File: src/sv/itra_pkg.sv
// shared constants, beat types and control types for the radix ascii converter
`timescale 1ns / 1ps
`default_nettype none

package itra_pkg;

    localparam int VALUE_BITS  = 32;
    localparam int MAX_DIGITS  = 32;
    localparam int DIGIT_LIMIT = (MAX_DIGITS > 64) ? 64 : ((MAX_DIGITS < 1) ? 1 : MAX_DIGITS);
    localparam int CNT_W       = $clog2(DIGIT_LIMIT + 1);
    localparam int BIT_W       = (VALUE_BITS > 1) ? $clog2(VALUE_BITS) : 1;
    localparam int RADIX_W     = 5;
    localparam int DIGIT_W     = 4;

    localparam logic [RADIX_W-1:0] RADIX_MIN = 5'd2;
    localparam logic [RADIX_W-1:0] RADIX_MAX = 5'd16;
    localparam logic [7:0]         CHAR_ZERO = 8'h30;
    localparam logic [7:0]         CHAR_A    = 8'h61;
    localparam logic [DIGIT_W-1:0] DEC_BASE  = 4'd10;

    typedef struct packed {
        logic [VALUE_BITS-1:0] value;
        logic [RADIX_W-1:0]    radix;
    } item_t;

    typedef struct packed {
        logic [7:0] character;
        logic       last;
    } result_t;

    typedef struct packed {
        logic load;
        logic step;
        logic push;
        logic pop;
    } dp_cmd_t;

    typedef struct packed {
        logic div_done;
        logic quot_zero;
        logic stack_full;
        logic one_left;
    } dp_sts_t;

endpackage

`default_nettype wire

File: src/sv/integer_to_radix_ascii_top.sv
// top level of the unsigned integer to radix ascii converter
// each digit is a full divider pass (ST_DIV) followed by a push (ST_PUSH) (one-bit restoring divider)
// first character is emitted in ST_EMIT, entered from ST_PUSH after the last digit push; n = digit count
// then one character per cycle, n characters in all, last flagged; busy drops the cycle after
// next beat accepted only once busy is low again, after the last character of the previous one
// async active-low reset returns to idle; no clearing pass, results are never stalled
`timescale 1ns / 1ps
`default_nettype none

module integer_to_radix_ascii_top (
    input  wire logic              clk,
    input  wire logic              rst_n,
    input  wire logic              start,
    input  wire itra_pkg::item_t   item,
    output logic                   busy,
    output logic                   strobe,
    output itra_pkg::result_t      result
);
    import itra_pkg::*;

    dp_cmd_t cmd;
    dp_sts_t sts;

    itra_ctrl u_ctrl (
        .clk    (clk),
        .rst_n  (rst_n),
        .start  (start),
        .sts    (sts),
        .cmd    (cmd),
        .busy   (busy),
        .strobe (strobe)
    );

    itra_dp u_dp (
        .clk    (clk),
        .rst_n  (rst_n),
        .item   (item),
        .cmd    (cmd),
        .sts    (sts),
        .result (result)
    );

endmodule

`default_nettype wire

File: src/sv/itra_dp.sv
// datapath: restoring divider by the radix, digit stack and ascii mapping
`timescale 1ns / 1ps
`default_nettype none

module itra_dp (
    input  wire logic            clk,
    input  wire logic            rst_n,
    input  wire itra_pkg::item_t item,
    input  wire itra_pkg::dp_cmd_t cmd,
    output itra_pkg::dp_sts_t    sts,
    output itra_pkg::result_t    result
);
    import itra_pkg::*;

    logic [VALUE_BITS-1:0] quot_reg, quot_next;
    logic [DIGIT_W-1:0]    rem_reg, rem_next;
    logic [RADIX_W-1:0]    radix_reg, radix_next;
    logic [BIT_W-1:0]      bit_cnt_reg, bit_cnt_next;
    logic [CNT_W-1:0]      n_reg, n_next;
    logic [DIGIT_W-1:0]    stack_reg [DIGIT_LIMIT];
    logic [DIGIT_W-1:0]    stack_next [DIGIT_LIMIT];

    logic [RADIX_W-1:0]    rem_sh;
    logic [RADIX_W-1:0]    rem_diff;
    logic                  q_bit;
    logic [RADIX_W-1:0]    radix_sat;
    logic [DIGIT_W-1:0]    top_digit;

    always_comb
    begin
        if (item.radix < RADIX_MIN)
            radix_sat = RADIX_MIN;
        else if (item.radix > RADIX_MAX)
            radix_sat = RADIX_MAX;
        else
            radix_sat = item.radix;
    end

    // one quotient bit per step
    assign rem_sh   = {rem_reg, quot_reg[VALUE_BITS-1]};
    assign q_bit    = (rem_sh >= radix_reg);
    assign rem_diff = rem_sh - radix_reg;

    always_comb
    begin
        quot_next    = quot_reg;
        rem_next     = rem_reg;
        radix_next   = radix_reg;
        bit_cnt_next = bit_cnt_reg;
        n_next       = n_reg;
        stack_next   = stack_reg;

        if (cmd.load)
        begin
            quot_next    = item.value;
            rem_next     = '0;
            radix_next   = radix_sat;
            bit_cnt_next = '0;
            n_next       = '0;
        end
        else if (cmd.step)
        begin
            quot_next    = {quot_reg[VALUE_BITS-2:0], q_bit};
            rem_next     = q_bit ? rem_diff[DIGIT_W-1:0] : rem_sh[DIGIT_W-1:0];
            bit_cnt_next = bit_cnt_reg + BIT_W'(1);
        end
        else if (cmd.push)
        begin
            stack_next[0] = rem_reg;
            for (int i = 1; i < DIGIT_LIMIT; i++)
                stack_next[i] = stack_reg[i-1];
            rem_next     = '0;
            bit_cnt_next = '0;
            n_next       = n_reg + CNT_W'(1);
        end
        else if (cmd.pop)
        begin
            for (int i = 0; i < DIGIT_LIMIT - 1; i++)
                stack_next[i] = stack_reg[i+1];
            stack_next[DIGIT_LIMIT-1] = '0;
            n_next = n_reg - CNT_W'(1);
        end
    end

    always_ff @(posedge clk or negedge rst_n)
    begin
        if (!rst_n)
        begin
            bit_cnt_reg <= '0;
            n_reg       <= '0;
        end
        else
        begin
            bit_cnt_reg <= bit_cnt_next;
            n_reg       <= n_next;
        end
    end

    always_ff @(posedge clk)
    begin
        quot_reg  <= quot_next;
        rem_reg   <= rem_next;
        radix_reg <= radix_next;
        stack_reg <= stack_next;
    end

    assign sts.div_done   = (bit_cnt_reg == BIT_W'(VALUE_BITS - 1));
    assign sts.quot_zero  = (quot_reg == '0);
    assign sts.stack_full = (n_reg == CNT_W'(DIGIT_LIMIT - 1));
    assign sts.one_left   = (n_reg == CNT_W'(1));

    assign top_digit = stack_reg[0];

    always_comb
    begin
        if (top_digit < DEC_BASE)
            result.character = CHAR_ZERO + {4'b0, top_digit};
        else
            result.character = CHAR_A + {4'b0, top_digit - DEC_BASE};
        result.last = sts.one_left;
    end

endmodule

`default_nettype wire

File: src/sv/itra_ctrl.sv
// controller: sequences division, digit push and character emission
`timescale 1ns / 1ps
`default_nettype none

module itra_ctrl (
    input  wire logic              clk,
    input  wire logic              rst_n,
    input  wire logic              start,
    input  wire itra_pkg::dp_sts_t sts,
    output itra_pkg::dp_cmd_t      cmd,
    output logic                   busy,
    output logic                   strobe
);
    import itra_pkg::*;

    typedef enum logic [3:0] {
        ST_IDLE = 4'b0001,
        ST_DIV  = 4'b0010,
        ST_PUSH = 4'b0100,
        ST_EMIT = 4'b1000
    } state_t;

    state_t state_reg, state_next;

    always_comb
    begin
        state_next = state_reg;
        cmd        = '0;
        unique case (state_reg)
            ST_IDLE:
            begin
                if (start)
                begin
                    cmd.load   = 1'b1;
                    state_next = ST_DIV;
                end
            end
            ST_DIV:
            begin
                cmd.step = 1'b1;
                if (sts.div_done)
                    state_next = ST_PUSH;
            end
            ST_PUSH:
            begin
                cmd.push = 1'b1;
                if (sts.quot_zero || sts.stack_full)
                    state_next = ST_EMIT;
                else
                    state_next = ST_DIV;
            end
            ST_EMIT:
            begin
                cmd.pop = 1'b1;
                if (sts.one_left)
                    state_next = ST_IDLE;
            end
            default:
                state_next = ST_IDLE;
        endcase
    end

    always_ff @(posedge clk or negedge rst_n)
    begin
        if (!rst_n)
            state_reg <= ST_IDLE;
        else
            state_reg <= state_next;
    end

    assign busy   = (state_reg != ST_IDLE);
    assign strobe = (state_reg == ST_EMIT);

endmodule

`default_nettype wire

File: config.mk
export PLATFORM = sky130hd
export DESIGN_NAME = integer_to_radix_ascii_top
export DESIGN_NICKNAME = d
export VERILOG_FILES = /design/src/sv/itra_pkg.sv /design/src/sv/integer_to_radix_ascii_top.sv /design/src/sv/itra_dp.sv /design/src/sv/itra_ctrl.sv
export SDC_FILE = /design/constraint.sdc
export NUM_CORES = 1
export LEC_CHECK = 0
export BUFFER_PORTS_ARGS = -buffer_cell sky130_fd_sc_hd__buf_4
export CORE_MARGIN = 2
export CORE_UTILIZATION = 30
export CTS_CLUSTER_SIZE = 8
export DETAILED_ROUTE_END_ITERATION = 6
export PLACE_DENSITY_LB_ADDON = 0.12
export SLEW_MARGIN = 0
export SYNTH_ARGS = -nofsm -noshare
export SYNTH_HDL_FRONTEND = slang
export SYNTH_SLANG_ARGS = --single-unit
File: constraint.sdc
create_clock -name clk -period 5.5 [get_ports clk]
set_input_delay 0.275 -clock clk [delete_from_list [all_inputs] [get_ports clk]]
set_output_delay 0.275 -clock clk [all_outputs]
set_load 0.005 [all_outputs]
* Word level (Yosys, flattened, before mapping)
Cells that the tools add are included.
** Cells by class
- Add/sub/neg operators :: 7
- $lt $le $gt $ge :: 4
- Eq/ne operators :: 12
- Muxes and demuxes :: 26
- Bitwise operators :: 2
- Reductions and logical operators :: 11
** Operators by type and width (count)
- 128-bit 2-to-1 mux :: 2
- 32-bit 2-to-1 mux :: 2
- 32-bit zero test :: 1
- 4-bit 2-to-1 mux :: 7
- 6-bit 2-to-1 mux :: 4
- 5-bit 2-to-1 mux :: 4
- 4-bit one-hot mux with 4 select lines :: 1
- 7-bit by 4-bit adder with 8-bit output, first input constant :: 1
- 8-bit 2-to-1 mux :: 1
- 6-bit by 4-bit adder with 7-bit output, first input constant :: 1
- 6-bit by 1-bit adder with 6-bit output, second input constant :: 1
- 6-bit by 1-bit equality test with 1-bit output, second input constant :: 1
- 6-bit by 5-bit equality test with 1-bit output, second input constant :: 1
- 3-bit AND reduction :: 2
- 2-bit nonzero test :: 3
- 3-bit nonzero test :: 2
- 6-bit by 1-bit subtractor with 6-bit output, second input constant :: 1
- 5-bit by 1-bit adder with 5-bit output, second input constant :: 1
- 5-bit equality test, second input constant :: 1
- 5-bit greater-or-equal comparator :: 1
- 5-bit greater-than comparator, second input constant :: 1
- 5-bit by 2-bit < comparator with 1-bit output, second input constant :: 1
- 1-bit 2-to-1 mux :: 5
- 4-bit by 1-bit equality test with 1-bit output, second input constant :: 1
- other kinds (13) :: 16
** Word-level totals
- Flip-flop bits (word level) :: 184
- Bits of input ports :: 40
- Output and inout bits :: 11

* Depth between registers and ports, before layout
- Depth after elaboration :: 6
- Mapped depth :: 7

* Modules after synthesis
A second synthesis with hierarchy kept.
** Second synthesis, totals
- Cell total of the unflattened synthesis :: 521
- Area total of the unflattened synthesis :: 8300.5 um2
** By module, submodules not included
- itra_dp :: instances 1, cells each 492, area each 8042.7 um2
- itra_ctrl :: instances 1, cells each 29, area each 257.7 um2

* Worst setup path after synthesis
No wires, ideal clock.
- Kind :: reg-to-reg
- From :: register u_ctrl.state_reg[2]
- To :: register u_dp.n_reg[4]
- Library setup time :: 88 ps
- Arrival time :: 3942 ps
- Data required time :: 5412 ps
- Path slack :: 1470 ps
- Cell stages (with the launch flop) :: 6
- Buffers on the path :: 0
- Period minus slack after synthesis :: 4030 ps
- Cell sequence :: dfrtp_1 > nand2b_1 > a211o_1 > inv_1 > nand3_1 > a31oi_1
** Between the ends
- Cells in the longest elaborated chain, start to end :: 5
** Ends and longest elaborated chain
- start: declaration :: RTL line itra_ctrl.sv:23 : state_t state_reg, state_next;
- start signal: assignment :: RTL line itra_ctrl.sv:68 : state_reg <= state_next;
- 4-bit by 3-bit equality test with 1-bit output :: RTL line itra_ctrl.sv:29 : unique case (state_reg)
- 1-bit 2-to-1 mux :: RTL line itra_ctrl.sv:29
- 6-bit 2-to-1 mux :: RTL line itra_dp.sv:67 : else if (cmd.push)
- 6-bit 2-to-1 mux :: RTL line itra_dp.sv:61 : else if (cmd.step)
- 6-bit 2-to-1 mux :: RTL line itra_dp.sv:53 : if (cmd.load)
- end signal: assignment :: RTL line itra_dp.sv:95 : n_reg <= n_next;
- end: declaration :: RTL line itra_dp.sv:19 : logic [CNT_W-1:0] n_reg, n_next;
Parallel ways exist; a longest one is shown, timed or not. The select of a mux whose other input is x is not followed.
A chain may end at the register's enable or synchronous reset.

* Final worst setup path
- From :: register u_ctrl.state_reg[3]
- To :: register u_dp.stack_reg[57] (netlist name) (enable)
** Between the ends
- Cells in the longest elaborated chain, start to end :: 4
** Ends and longest elaborated chain
- 4-bit equality test (tied with other cells) :: RTL line itra_ctrl.sv:29
- 1-bit 2-to-1 mux :: RTL line itra_ctrl.sv:29
- 2-bit nonzero test (no line) / 1-bit NOT (equally long branches)
- 3-bit AND reduction (no line) (*)
- end signal: assignment :: RTL line itra_dp.sv:104 : stack_reg <= stack_next;
- end: declaration :: RTL line itra_dp.sv:20 : logic [DIGIT_W-1:0] stack_reg [DIGIT_LIMIT];
Mark *: on every way between the ends. The rest lies on a longest branch, timed or not.

==> run_results.csv <==
group,metric,value,unit
run_status,status,"finished, final reports clean",
timing,fin_setup_tns,0,ns
cts,cts_buffer_depth,2,
timing,finalClockSkew,0.0149,ns
floorplan,dieHeight,171,um
synth,synth_edf_count,165,
global_route,gr-total-overflow,0,
placement,gp_congestion,0.703,
cts,postCtsResizedCells,0,
synth,postSynthRegisterBits,184,
floorplan,initial_core_util,30.2,%
timing,relSlewSlack,48.9,%
finish,largest_register_ffs,124,
power,powerDensity,283,nW/um2
detailed_routing,routedWlPerCell,12.8,um
detailed_routing,vias,5564,
timing,worstMarginPinSlew,0.766,ns
power,peakVddDrop,199,uV
critical_path,startpoint_type,"flop",
synth,yosys-top-cells-area,"edfxtp_1 59%, nand2_1 21%, dfrtp_1 4.2%, ha_1 1.8%, buf_2 1.2%",
timing,timing.fmax,0.381,GHz
critical_path,crit_type,"flop to flop",
floorplan,coreArea,27600,um2
detailed_routing,dr.pass1.iters,4,
finish,drive_gt1_share,10.6,%
global_route,grt_pass1_wl,26.8,mm
placement,hpwl,9.49,mm
flow_run,cap_violations,0,
timing,period_share,47.7,%
cts,cts_htree_levels,4,
critical_path,critPathArrivalTime,2.69,ns
synth,synth.avg_cell_area,9.95,um2
placement,io_buffers,48,
synth,synth-seq-area-share,64.8,%
synth,synth_top_area_share,59.3,%
timing,finalHoldViolCount,0,
synth,async_reset_ff_share,8.15,%
hold_path,hold_start,"item[4]",
synth,yosysUniqueCellTypes,49,
floorplan,row_count,61,
critical_path,cp-startpoint,"u_ctrl.state_reg[3]",
synth,ys_warn_count,0,
critical_path,r2r_start,"u_ctrl.state_reg[3]",
global_route,grt-busiest-layer,"met2",
cts,cts_tree,"built",
synth,synth_common_cells,"474 x nand2_1, 165 x edfxtp_1, 20 x buf_2",
global_route,antenna_found_initial,0,
global_route,use_met1,15.8,%
detailed_routing,drt-initial-drc-count,376,
synth,postSynthCellCount,839,
finish,fillerInstances,2894,
timing,maxSlewViolCount,0,
finish,antennaDiodeCount,0,
cts,numCtsBuffers,17,
cts,clkSinkCount,184,
critical_path,end_kind,"flop",
critical_path,required,5.57,ns
floorplan,dieArea,29200,um2
hold_path,hold_class,"input pin to flop",
synth,ys.flop_type,"edfxtp_1",
timing,finalSetupViolCount,0,
critical_path,crit_fanout,61,
synth,yosysMostFrequentCell,"nand2_1",
detailed_routing,viasPerCell,4.41,
global_route,grt_max_degree,126,
global_route,grt_pass1_vias,5439,
synth,synth_area,8350,um2
cts,worstSkewPairLatency,0.43,ns
detailed_routing,drc_errors,0,
floorplan,ioPinCount,51,
finish,finalNetCount,924,
detailed_routing,drt-total-wl,16.1,mm
timing,fin_crit,2.63,ns
synth,yosysTopAreaCell,"edfxtp_1",
detailed_routing,drtAntennaViolNets,0,
global_route,global_route.usage.met3,3.05,%
power,power,2730,uW
synth,synthesis.nets,892,
power,leakage,0.00432,uW
cts,cts_root_buf,"clkbuf_16",
timing,rsz0062_at_grt,"false",
global_route,grtUsageMet2,18.1,%
cts,cts.clk_slew.worst_paths,0.08,ns
global_route,track_usage,11.5,%
finish,area_growth,15.6,%
floorplan,fp.dieW,171,um
[layer usage]
| metal | share of wire, % | wire length [um] |
|---|---|---|
| met5 | 0 | 0 |
| met2 | 46 | 7480 |
| met3 | 2.4 | 386 |
| met1 | 51 | 8160 |
| met4 | 0.64 | 103 |
[power breakdown]
part / internal (uW) / leakage (uW) / switching (uW)
Sequential: 1500 / 0.00202 / 0
Clock: 608 / 0.000285 / 601
Combinational: 19.0 / 0.00201 / 8.17
[placed cells by master, fill, tap and decap left out, drive strengths merged, types with 8 or more instances in the layout]
cell type,n
clkinv,8
clkbuf,17
o21ai,17
buf,54
ha,12
nand2,474
nor4,9
inv,22
nor2,10
dfrtp,14
edfxtp,165
[metrics by stage]
step / util [%] / hold WS (ns) / worst slack, ns / std cells / cell area (um2)
after floorplan: - / -0.0206 / 1.47 / 839 / 8350
after global placement: 32.8 / 0.161 / 2.84 / 1229 / 9060
after detailed placement: 32.8 / 0.151 / 2.81 / 1229 / 9060
after CTS: 34.9 / 0.0180 / 2.82 / 1262 / 9650
after global routing: 34.9 / 0.0188 / 2.64 / 1262 / 9650
final: 34.9 / 0.0461 / 2.87 / 1262 / 9650
[logic make-up (layout without fill, tap and decap cells)]
family	count (synthesis)	after routing	synth area share, %
and+or+nand+nor	528	528	25.5
DFF	184	184	64.8
buffers and inverters	58	103	3.09
AOI/OAI and AO/OA	43	43	3.25
adders and majority gates	13	13	2.04
muxes	6	6	0.719
xor gates and xnor gates	5	5	0.525
other	2	2	0.0899
[layout make-up]
type	instances	area, um2	area share, %
clock inverter	15	160	1.66
inverter	16	62.6	0.648
timing repair buffer	55	428	4.43
multi-input combinational	597	2690	27.9
sequential	184	5410	56.1
tap	378	473	4.90
clock buffer	17	425	4.41
[what timing repair did]
item                      in CTS  in global routing
hold buffers                   1                  0
setup buffers                  0                  0
hold endpoints to repair      15                  0
[final timing paths]
check	endpoint	slack, ns	depth (start not counted)
max reg2reg	u_dp.stack_reg[57]	2.87	4
max in group asynchronous	u_ctrl.state_reg[0]	5.00	2
min	u_dp.radix_reg[4]	0.05	1
min in group asynchronous	u_dp.bit_cnt_reg[2]	0.24	2
min reg2reg	u_dp.rem_reg[3]	0.49	2
max	u_dp.stack_reg[57]	2.87	4
[worst max-delay path, cell delays in order, from the launching register on]
cell and delay (ns):
dfrtp_1 0.51, nand2b_1 0.16, a211o_1 0.42, inv_4 0.59, buf_4 0.55
(Power assumes the default switching activity.)
